$ cat src/rtl/assert_macros.svh
// Assertion helper macros for the deadline-sorted task queue.
// Used by the top level; clocked, with reset disable.
`ifndef ASSERT_MACROS_SVH
`define ASSERT_MACROS_SVH

// property holds at every rising clock edge outside reset
`define ASSERT_CLK(label, clk, rst_n, prop, msg) \
    label: assert property (@(posedge clk) disable iff (!rst_n) prop) else $error(msg);

// condition never true outside reset
`define ASSERT_NEVER(label, clk, rst_n, cond, msg) \
    label: assert property (@(posedge clk) disable iff (!rst_n) !(cond)) else $error(msg);

`endif

$ cat src/rtl/dstq_pkg.sv
// Shared types and constants for the deadline-sorted task queue.
// No dependencies; imported by the controller, datapath and top level.
`timescale 1ns / 1ps

package dstq_pkg;

    localparam int QUEUE_DEPTH_DEF    = 16;
    localparam int PERIODIC_LEVEL_DEF = 1;

    localparam int OP_W    = 2;
    localparam int ID_W    = 8;
    localparam int LEVEL_W = 2;
    localparam int TIME_W  = 16;
    localparam int COUNT_W = 5;

    // request codes
    localparam logic [OP_W-1:0] OP_APPEND = 2'd0;
    localparam logic [OP_W-1:0] OP_INSERT = 2'd1;
    localparam logic [OP_W-1:0] OP_DEQUEUE = 2'd2;
    localparam logic [OP_W-1:0] OP_PEEK   = 2'd3;

    // APB register byte addresses
    localparam logic [2:0] ADDR_QUEUE_LEVEL = 3'd0;

    // controller to datapath
    typedef struct packed {
        logic load;   // capture incoming request
        logic cmp;    // register per-cell compare results
        logic apply;  // update cells, fill and result register
    } t_cmd;

    // datapath to controller
    typedef struct packed {
        logic out_full;  // result register occupied and not being taken
    } t_stat;

endpackage

$ cat src/rtl/dstq_ctrl.sv
// Request sequencer for the deadline-sorted task queue.
// Depends on dstq_pkg (t_cmd, t_stat).
`timescale 1ns / 1ps

module dstq_ctrl (
    input  logic           i_clk,
    input  logic           i_rst_n,
    input  logic           i_in_valid,
    output logic           o_in_ready,
    input  dstq_pkg::t_stat i_stat,
    output dstq_pkg::t_cmd  o_cmd
);
    import dstq_pkg::*;

    localparam logic [1:0] S_IDLE  = 2'd0;
    localparam logic [1:0] S_CMP   = 2'd1;
    localparam logic [1:0] S_APPLY = 2'd2;

    logic [1:0] r_state;
    logic [1:0] n_state;

    always_comb begin
        n_state    = r_state;
        o_in_ready = 1'b0;
        o_cmd      = '0;
        unique case (r_state)
            S_IDLE: begin
                o_in_ready = 1'b1;
                if (i_in_valid) begin
                    o_cmd.load = 1'b1;
                    n_state    = S_CMP;
                end
            end
            S_CMP: begin
                o_cmd.cmp = 1'b1;
                n_state   = S_APPLY;
            end
            S_APPLY: begin
                // next request may be captured on the same edge as the update
                if (!i_stat.out_full) begin
                    o_cmd.apply = 1'b1;
                    o_in_ready  = 1'b1;
                    if (i_in_valid) begin
                        o_cmd.load = 1'b1;
                        n_state    = S_CMP;
                    end else begin
                        n_state = S_IDLE;
                    end
                end
            end
            default: begin
                n_state = S_IDLE;
            end
        endcase
    end

    always_ff @(posedge i_clk) begin
        if (!i_rst_n) begin
            r_state <= S_IDLE;
        end else begin
            r_state <= n_state;
        end
    end

endmodule

$ cat src/rtl/dstq_datapath.sv
// Cell chain, request register and result register of the task queue.
// Depends on dstq_pkg (t_cmd, t_stat, op codes, widths).
`timescale 1ns / 1ps

module dstq_datapath #(
    parameter int DEPTH    = dstq_pkg::QUEUE_DEPTH_DEF,
    parameter int PERIODIC = dstq_pkg::PERIODIC_LEVEL_DEF
) (
    input  logic                          i_clk,
    input  logic                          i_rst_n,
    input  dstq_pkg::t_cmd                i_cmd,
    output dstq_pkg::t_stat               o_stat,
    input  logic [dstq_pkg::OP_W-1:0]     i_op,
    input  logic [dstq_pkg::ID_W-1:0]     i_id,
    input  logic [dstq_pkg::LEVEL_W-1:0]  i_level,
    input  logic [dstq_pkg::TIME_W-1:0]   i_time,
    input  logic                          i_epoch,
    input  logic [dstq_pkg::LEVEL_W-1:0]  i_queue_level,
    input  logic                          i_out_ready,
    output logic                          o_out_valid,
    output logic                          o_res_valid,
    output logic [dstq_pkg::ID_W-1:0]     o_res_id,
    output logic [dstq_pkg::TIME_W-1:0]   o_res_time,
    output logic                          o_res_epoch,
    output logic                          o_res_error,
    output logic [dstq_pkg::COUNT_W-1:0]  o_res_count
);
    import dstq_pkg::*;

    localparam int CW = $clog2(DEPTH + 1);
    localparam logic [DEPTH-1:0] ONES = '1;

    // request register
    logic [OP_W-1:0]    r_op;
    logic [ID_W-1:0]    r_id;
    logic [LEVEL_W-1:0] r_level;
    logic [TIME_W-1:0]  r_time;
    logic               r_epoch;

    // cells, slot 0 is the head
    logic [ID_W-1:0]    r_cid   [DEPTH];
    logic [TIME_W-1:0]  r_ctime [DEPTH];
    logic               r_cepoch[DEPTH];
    logic [CW-1:0]      r_fill;
    logic [CW-1:0]      n_fill;
    logic [DEPTH-1:0]   r_stop;
    logic [DEPTH-1:0]   n_stop;

    // result register
    logic               r_out_valid;
    logic               r_res_valid;
    logic [ID_W-1:0]    r_res_id;
    logic [TIME_W-1:0]  r_res_time;
    logic               r_res_epoch;
    logic               r_res_error;
    logic [COUNT_W-1:0] r_res_count;

    logic [DEPTH-1:0]   hit;
    logic [DEPTH-1:0]   ge;
    logic [DEPTH-1:0]   ge_prev;
    logic               full;
    logic               empty;
    logic               level_ok;
    logic               periodic_ok;
    logic               err;
    logic               valid;
    logic               do_app;
    logic               do_ins;
    logic               do_deq;
    logic [31:0]        n_fill32;

    // new task (t, e) starts after queued task (st, se)
    function automatic logic starts_later(
        input logic [TIME_W-1:0] t,
        input logic              e,
        input logic [TIME_W-1:0] st,
        input logic              se
    );
        logic res;
        if (e != se) begin
            res = (t < st);
        end else begin
            res = (t > st);
        end
        return res;
    endfunction

    always_ff @(posedge i_clk) begin
        if (i_cmd.load) begin
            r_op    <= i_op;
            r_id    <= i_id;
            r_level <= i_level;
            r_time  <= i_time;
            r_epoch <= i_epoch;
        end
    end

    // cell k stops the insert when it holds a task not earlier than the new one
    always_comb begin
        for (int k = 0; k < DEPTH; k++) begin
            n_stop[k] = (CW'(k) < r_fill) &&
                        !starts_later(r_time, r_epoch, r_ctime[k], r_cepoch[k]);
        end
    end

    always_ff @(posedge i_clk) begin
        if (i_cmd.cmp) begin
            r_stop <= n_stop;
        end
    end

    // ge[k]: insert position is at or below k
    always_comb begin
        for (int k = 0; k < DEPTH; k++) begin
            hit[k] = r_stop[k] | (CW'(k) == r_fill);
        end
        for (int k = 0; k < DEPTH; k++) begin
            ge[k] = |(hit & (ONES >> (DEPTH - 1 - k)));
        end
        ge_prev = {ge[DEPTH-2:0], 1'b0};
    end

    assign full        = (r_fill == CW'(DEPTH));
    assign empty       = (r_fill == '0);
    assign level_ok    = (r_level == i_queue_level);
    assign periodic_ok = (i_queue_level == LEVEL_W'(PERIODIC));

    always_comb begin
        err    = 1'b0;
        valid  = 1'b0;
        do_app = 1'b0;
        do_ins = 1'b0;
        do_deq = 1'b0;
        n_fill = r_fill;
        case (r_op)
            OP_APPEND: begin
                err    = !level_ok || full;
                do_app = !err;
            end
            OP_INSERT: begin
                err    = !level_ok || !periodic_ok || full;
                do_ins = !err;
            end
            OP_DEQUEUE: begin
                err    = empty;
                do_deq = !err;
                valid  = !err;
            end
            default: begin
                valid = !empty;
            end
        endcase
        if (do_app || do_ins) begin
            n_fill = r_fill + CW'(1);
        end else if (do_deq) begin
            n_fill = r_fill - CW'(1);
        end
        n_fill32 = 32'(n_fill);
    end

    for (genvar g = 0; g < DEPTH; g++) begin : g_cell
        always_ff @(posedge i_clk) begin
            if (i_cmd.apply) begin
                if ((do_app && (CW'(g) == r_fill)) ||
                    (do_ins && ge[g] && !ge_prev[g])) begin
                    r_cid[g]    <= r_id;
                    r_ctime[g]  <= r_time;
                    r_cepoch[g] <= r_epoch;
                end else if (do_ins && ge_prev[g]) begin
                    if (g > 0) begin
                        r_cid[g]    <= r_cid[(g > 0) ? g - 1 : 0];
                        r_ctime[g]  <= r_ctime[(g > 0) ? g - 1 : 0];
                        r_cepoch[g] <= r_cepoch[(g > 0) ? g - 1 : 0];
                    end
                end else if (do_deq && (g < DEPTH - 1)) begin
                    r_cid[g]    <= r_cid[(g < DEPTH - 1) ? g + 1 : g];
                    r_ctime[g]  <= r_ctime[(g < DEPTH - 1) ? g + 1 : g];
                    r_cepoch[g] <= r_cepoch[(g < DEPTH - 1) ? g + 1 : g];
                end
            end
        end
    end

    always_ff @(posedge i_clk) begin
        if (!i_rst_n) begin
            r_fill      <= '0;
            r_out_valid <= 1'b0;
        end else begin
            if (i_cmd.apply) begin
                r_fill      <= n_fill;
                r_out_valid <= 1'b1;
            end else if (i_out_ready) begin
                r_out_valid <= 1'b0;
            end
        end
    end

    always_ff @(posedge i_clk) begin
        if (i_cmd.apply) begin
            r_res_valid <= valid;
            r_res_id    <= valid ? r_cid[0] : '0;
            r_res_time  <= valid ? r_ctime[0] : '0;
            r_res_epoch <= valid ? r_cepoch[0] : 1'b0;
            r_res_error <= err;
            r_res_count <= n_fill32[COUNT_W-1:0];
        end
    end

    assign o_stat.out_full = r_out_valid && !i_out_ready;
    assign o_out_valid     = r_out_valid;
    assign o_res_valid     = r_res_valid;
    assign o_res_id        = r_res_id;
    assign o_res_time      = r_res_time;
    assign o_res_epoch     = r_res_epoch;
    assign o_res_error     = r_res_error;
    assign o_res_count     = r_res_count;

endmodule

$ cat src/rtl/deadline_sorted_task_queue.sv
// Top level of the deadline-sorted task queue: stream ports, APB register.
// Depends on dstq_pkg, dstq_ctrl, dstq_datapath and assert_macros.svh.
`timescale 1ns / 1ps
`include "assert_macros.svh"

// Usage
// - s_axis carries one request per transfer: tuser selects append, sorted
//   insert, dequeue or peek; tdata carries the task. Every request gives
//   exactly one result on m_axis (task or empty flag, error flag, count).
// - The queue is a chain of QUEUE_DEPTH cells, slot 0 the head. A sorted
//   insert compares every cell with the new task in parallel, registers the
//   compare bits, then shifts the tail up by one; dequeue shifts down.
// - Steps: the request is registered on acceptance, the compare step
//   registers the compare bits, then the apply step writes the result register.
// - Requests are taken one at a time, paced by the compare/apply pair;
//   s_axis_tready is high again in the apply cycle unless the result register is still held.
// - Stall: the result register holds until m_axis_tready. One new request
//   may be taken meanwhile; its apply waits until the result is taken.
// - Reset (synchronous, i_rst_n low) empties the queue and sets
//   queue_level to 0. No clearing pass: cells are only read below fill.
// - queue_level sits at byte address 0 of the APB port; write it only while
//   no request is in flight. Changing it keeps the queued tasks.
module deadline_sorted_task_queue #(
    parameter int QUEUE_DEPTH    = dstq_pkg::QUEUE_DEPTH_DEF,
    parameter int PERIODIC_LEVEL = dstq_pkg::PERIODIC_LEVEL_DEF
) (
    input  logic        i_clk,
    input  logic        i_rst_n,
    // request stream
    input  logic        s_axis_tvalid,
    output logic        s_axis_tready,
    input  logic [31:0] s_axis_tdata,   // task_id[7:0], task_level[9:8],
                                        // task_time[25:10], task_epoch[26], zero
    input  logic [1:0]  s_axis_tuser,   // op[1:0]
    // result stream
    output logic        m_axis_tvalid,
    input  logic        m_axis_tready,
    output logic [31:0] m_axis_tdata,   // out_id[7:0], out_time[23:8],
                                        // out_epoch[24], count[29:25], zero
    output logic [1:0]  m_axis_tuser,   // out_valid[0], error[1]
    // configuration
    input  logic        psel,
    input  logic        penable,
    input  logic        pwrite,
    input  logic [2:0]  paddr,
    input  logic [31:0] pwdata,
    output logic [31:0] prdata,
    output logic        pready
);
    import dstq_pkg::*;

    logic [LEVEL_W-1:0] r_queue_level;

    t_cmd               cmd;
    t_stat              stat;

    logic               res_valid;
    logic [ID_W-1:0]    res_id;
    logic [TIME_W-1:0]  res_time;
    logic               res_epoch;
    logic               res_error;
    logic [COUNT_W-1:0] res_count;

    // APB register: written in the access phase, no wait states
    assign pready = 1'b1;

    always_ff @(posedge i_clk) begin
        if (!i_rst_n) begin
            r_queue_level <= '0;
        end else if (psel && penable && pwrite && pready &&
                     (paddr == ADDR_QUEUE_LEVEL)) begin
            r_queue_level <= pwdata[LEVEL_W-1:0];
        end
    end

    always_comb begin
        prdata = '0;
        if (paddr == ADDR_QUEUE_LEVEL) begin
            prdata = {{(32 - LEVEL_W){1'b0}}, r_queue_level};
        end
    end

    dstq_ctrl u_ctrl (
        .i_clk      (i_clk),
        .i_rst_n    (i_rst_n),
        .i_in_valid (s_axis_tvalid),
        .o_in_ready (s_axis_tready),
        .i_stat     (stat),
        .o_cmd      (cmd)
    );

    dstq_datapath #(
        .DEPTH    (QUEUE_DEPTH),
        .PERIODIC (PERIODIC_LEVEL)
    ) u_datapath (
        .i_clk         (i_clk),
        .i_rst_n       (i_rst_n),
        .i_cmd         (cmd),
        .o_stat        (stat),
        .i_op          (s_axis_tuser[OP_W-1:0]),
        .i_id          (s_axis_tdata[7:0]),
        .i_level       (s_axis_tdata[9:8]),
        .i_time        (s_axis_tdata[25:10]),
        .i_epoch       (s_axis_tdata[26]),
        .i_queue_level (r_queue_level),
        .i_out_ready   (m_axis_tready),
        .o_out_valid   (m_axis_tvalid),
        .o_res_valid   (res_valid),
        .o_res_id      (res_id),
        .o_res_time    (res_time),
        .o_res_epoch   (res_epoch),
        .o_res_error   (res_error),
        .o_res_count   (res_count)
    );

    assign m_axis_tdata = {2'b00, res_count, res_epoch, res_time, res_id};
    assign m_axis_tuser = {res_error, res_valid};

    // a returned task and a rejection never come together
    `ASSERT_NEVER(a_valid_and_error, i_clk, i_rst_n,
                  m_axis_tvalid && m_axis_tuser[0] && m_axis_tuser[1],
                  "result both valid and error")

    // after taking a request the block is busy comparing
    `ASSERT_CLK(a_busy_after_accept, i_clk, i_rst_n,
                s_axis_tvalid && s_axis_tready |=> !s_axis_tready,
                "request accepted during compare")

    // a result appears only from an apply step
    `ASSERT_CLK(a_result_from_apply, i_clk, i_rst_n,
                $rose(m_axis_tvalid) |-> $past(cmd.apply),
                "result without apply")

endmodule
$ cat config.mk
export PLATFORM = sky130hd
export DESIGN_NAME = deadline_sorted_task_queue
export DESIGN_NICKNAME = d
export VERILOG_FILES = /design/src/rtl/dstq_pkg.sv /design/src/rtl/dstq_ctrl.sv /design/src/rtl/dstq_datapath.sv /design/src/rtl/deadline_sorted_task_queue.sv
export VERILOG_INCLUDE_DIRS = /design/src /design/src/rtl
export SDC_FILE = /design/constraint.sdc
export NUM_CORES = 1
export LEC_CHECK = 0
export BUFFER_PORTS_ARGS = -buffer_cell sky130_fd_sc_hd__buf_2
export CAP_MARGIN = 30
export CORE_ASPECT_RATIO = 0.8
export CORE_MARGIN = 8
export CORE_UTILIZATION = 45
export DETAILED_ROUTE_END_ITERATION = 8
export PLACE_DENSITY_LB_ADDON = 0.25
export SYNTH_ARGS = -nofsm -noshare
export SYNTH_HDL_FRONTEND = slang
export SYNTH_SLANG_ARGS = --single-unit
export TNS_END_PERCENT = 1
$ cat constraint.sdc
create_clock -name i_clk -period 4.94 [get_ports i_clk]
set_clock_uncertainty 0.1 [all_clocks]
set_input_delay 0.988 -clock i_clk [delete_from_list [all_inputs] [get_ports i_clk]]
set_output_delay 0.988 -clock i_clk [all_outputs]
set_load 0.05 [all_outputs]
==> results.yml <==
outcome:
  status: "finished, final reports clean"
floorplanning:
  die_y_um: 250
  dieWidth_um: 308
  start_util_pct: 45.6
  rows: 85
  core_mm2: 0.0674
  die_area_mm2: 0.0770
  ioPinCount: 145
drt:
  via_per_inst: 6.03
  drtIter0Drc: 2032
  first_pass_iters: 5
  ant_nets: 0
  avgRoutedWirePerCell_um: 21.7
  vias: 23669
  drc: 0
  wirelength_um: 85100
cells_and_area:
  num-fill-cells: 6197
  postLayoutCoreUtil_pct: 50.1
  area_growth_pct: 9.89
  fin_area_mm2: 0.0338
  drive_gt1_share_pct: 11.1
  multi_input_area_mm2: 0.0145
  antenna_cells: 0
  ff_latch_area_mm2: 0.0145
  finalNetCount: 3311
synth:
  synth_area_mm2: 0.0307
  synthCells: 2947
  synth_edf_count: 477
  yosysUniqueCellTypes: 76
  synth.avg_cell_area_um2: 10.4
  yosys_warnings: 0
  async_reset_ff_share_pct: 0
  ys_ff_latch: 487
  ys.flop_type: "edfxtp_1"
  ys_seq_area_share_pct: 47.2
pwr:
  p_clk_share_pct: 41.0
  power.leakage_nw: 13.4
  p_int_mw: 6.91
  max-vdd-ir-drop_uv: 250
  total_power_mw: 9.14
  seq_power_share_pct: 50.7
  switching_share_pct: 24.4
  combPwrFrac_pct: 8.3
  power.density_mw_per_mm2: 270
  switchingPower_mw: 2.23
placed_design:
  place_hpwl_um: 62600
  dpl_cell_area_mm2: 0.0322
  io_buffers: 76
  gp_congestion: 0.888
setup_path:
  reg2reg_to: "u_datapath.r_cid[1][26]"
  r2r-start: "u_datapath.r_fill[1]"
  reg2reg_slack_ns: 0.82
  cp_max_fo: 26
  start_kind: "flip-flop"
  arrival_ns: 4.45
  criticalPathCategory: "flip-flop to flip-flop"
  reg2reg_depth: 10
  cp-end-kind: "flip-flop"
  critical_path_required_ns: 5.27
cts:
  clock_latency_ns: 0.62
  cts_resized: 0
  cts_root_buffer: "clkbuf_16"
  cts_tree: "yes"
  htreeDepth: 2
  clockBufferDepth: 3
  ctsHoldBuffers: 0
  cts_setup_buffers: 0
  clkTransAtPathRegs_ns: 0.07
  cts_buffers: 50
  cts.sinks: 487
sta:
  hold_viol: 0
  slew_headroom_pct: 33.0
  min_period_ns: 4.12
  rsz0062_at_grt: "no"
  tightest_slew_ns: 1.00
  slew_violations: 0
  min_period_over_period_pct: 83.4
  holdWs_ns: 0.446
  fin_setup_tns_ns: 0
  fmax_mhz: 243
  setup_viol: 0
grt:
  antenna_found_initial: 1
  grt.total_usage_pct: 21.3
  grt-ovfl-total: 0
  grt_max_degree: 134
  grt_first_pass_wirelength_um: 133000
  first_global_vias: 23483
flow_run:
  drv_cap: 0
hold_path:
  hp-class: "primary input to flip-flop"
  hold_path_startpoint: "s_axis_tdata[3]"
  whs_path_depth: 1
  min_to: "u_datapath.r_id[3]"
-- layer usage --
layer | vias up | global-route usage (%) | part of all wire [%]
met2 | 842 | 31.9 | 43
met5 | - | 0 | 0.013
met1 | 11752 | 31.7 | 47
met3 | 138 | 3.55 | 7.5
met4 | 2 | 5.50 | 2.3
li1 | 10935 | - | -
-- sequential cells by signal, summed over array words and instances, names as in the netlist --
name and count:
u_ctrl.r_state 2, u_datapath.r_ctime 256, u_datapath.o_res_count 5, u_datapath.o_res_error 1, u_datapath.r_time 16, u_datapath.o_res_time 16
u_datapath.r_id 8, r_queue_level 2, u_datapath.o_res_valid 1, u_datapath.o_res_id 8, u_datapath.r_stop 16, u_datapath.r_cepoch 16
u_datapath.r_cid 128, u_datapath.o_out_valid 1, u_datapath.r_epoch 1, u_datapath.r_fill 5, u_datapath.r_op 2, u_datapath.o_res_epoch 1
u_datapath.r_level 2
-- worst max-delay path, cell delays in order, from the launching register on --
cell       delay [ns]
dfxtp_1          0.57
inv_1            0.19
ha_1             0.32
and2_1           0.23
a2111oi_4        0.72
nand2_2          0.50
buf_4            0.41
a31oi_2          0.18
buf_4            0.33
o32ai_1          0.16
a21oi_1          0.21
-- synthesized netlist by cell type, types with 11 or more instances --
cell        n  area share, %
xnor2_1    15           0.43
nand3_1    96            1.6
o211ai_1   36           0.88
mux2i_1   233            7.6
a211oi_1   18           0.44
clkbuf_1  130            1.6
and3_1     11           0.22
o21ai_0   198            3.2
a21oi_1   210            3.4
mux2_2     28            1.0
a21o_1     32           0.78
nor3_1     29           0.47
nor2b_1    24           0.49
and2_1     25           0.51
o221a_2    25           0.92
buf_4      46            1.1
ha_1      261             11
or3_1      16           0.33
nor2_1    158            1.9
inv_1     252            3.1
o22ai_1    27           0.55
o221ai_1   45            1.3
nand2_1   277            3.4
edfxtp_1  477             47
nand4_1    34           0.69
o32ai_1    26           0.74
buf_2      27           0.44
-- worst max path at each step --
stage,from,endpoint,slack (ns),depth (start not counted)
after global placement,u_datapath.r_fill[1],u_datapath.r_cepoch[6],0.74,8
after global routing,u_datapath.r_fill[1],u_datapath.r_cid[1][26],0.63,10
final,u_datapath.r_fill[1],u_datapath.r_cid[1][26],0.82,10
after floorplan,u_datapath.r_fill[0],u_datapath.r_cepoch[3],0.40,8
after CTS,u_datapath.r_fill[1],u_datapath.r_cid[1][26],0.84,10
after detailed placement,u_datapath.r_fill[1],u_datapath.r_ctime[0][73],0.87,8
-- layout by cell type (no fill, tap or decap), types with 9 or more instances in the layout --
cell type,count
mux2i_1,233
edfxtp_1,477
nor3_1,27
xor2_1,10
clkinv_2,9
nand4_1,34
buf_4,80
o22ai_1,26
o31ai_1,9
ha_1,261
mux2_2,28
and2_1,24
nand3_1,96
conb_1,33
o21a_1,10
nor2b_1,24
dfxtp_1,10
buf_2,76
clkinv_1,15
inv_1,252
a211o_1,10
clkbuf_1,11
nand2_1,276
a211oi_1,18
or3_1,16
o221a_2,25
a21oi_1,202
clkbuf_16,51
and3_1,11
a21o_1,31
o21ai_0,195
o211ai_1,36
o32ai_1,26
xnor2_1,15
and4_1,10
o221ai_1,45
nor2_1,152
-- per-stage QoR --
| stage | worst slack [ns] | cells |
|---|---|---|
| 2_1_floorplan | 0.397 | 2978 |
| 3_3_place_gp | 0.737 | 3833 |
| 3_5_place_dp | 0.866 | 3834 |
| 4_1_cts | 0.837 | 3926 |
| 5_1_grt | 0.632 | 3927 |
| 6_report | 0.820 | 3927 |
-- cell families after synthesis --
logic type	Yosys count	share of synthesized area, %
and+or+nand+nor	714	10.7
buffers and inverters	474	6.65
xor gates and xnor gates	25	0.712
muxes	261	8.61
adders and majority gates	261	10.6
other	2	0.0244
AOI/OAI and AO/OA	723	15.4
DFF	487	47.2
-- power groups by stage --
stage               clock [mW]  sequential [mW]  combinational (mW)
global placement             0             4.72               0.710
detailed placement           0             4.72               0.743
floorplan                    0             4.72               0.523
finish                    3.74             4.63               0.758
global route              3.94             4.64               0.839
CTS                       3.82             4.63               0.749
-- area by class of cell --
type / instances / share of cell area [%]
timing repair buffer: 164 / 3.38
inverter: 254 / 2.82
clock buffer: 62 / 3.90
clock inverter: 30 / 0.685
tap: 913 / 3.38
sequential: 487 / 43.0
multi-input combinational: 2017 / 42.8
No activity file was read; power rests on OpenSTA's default activity.
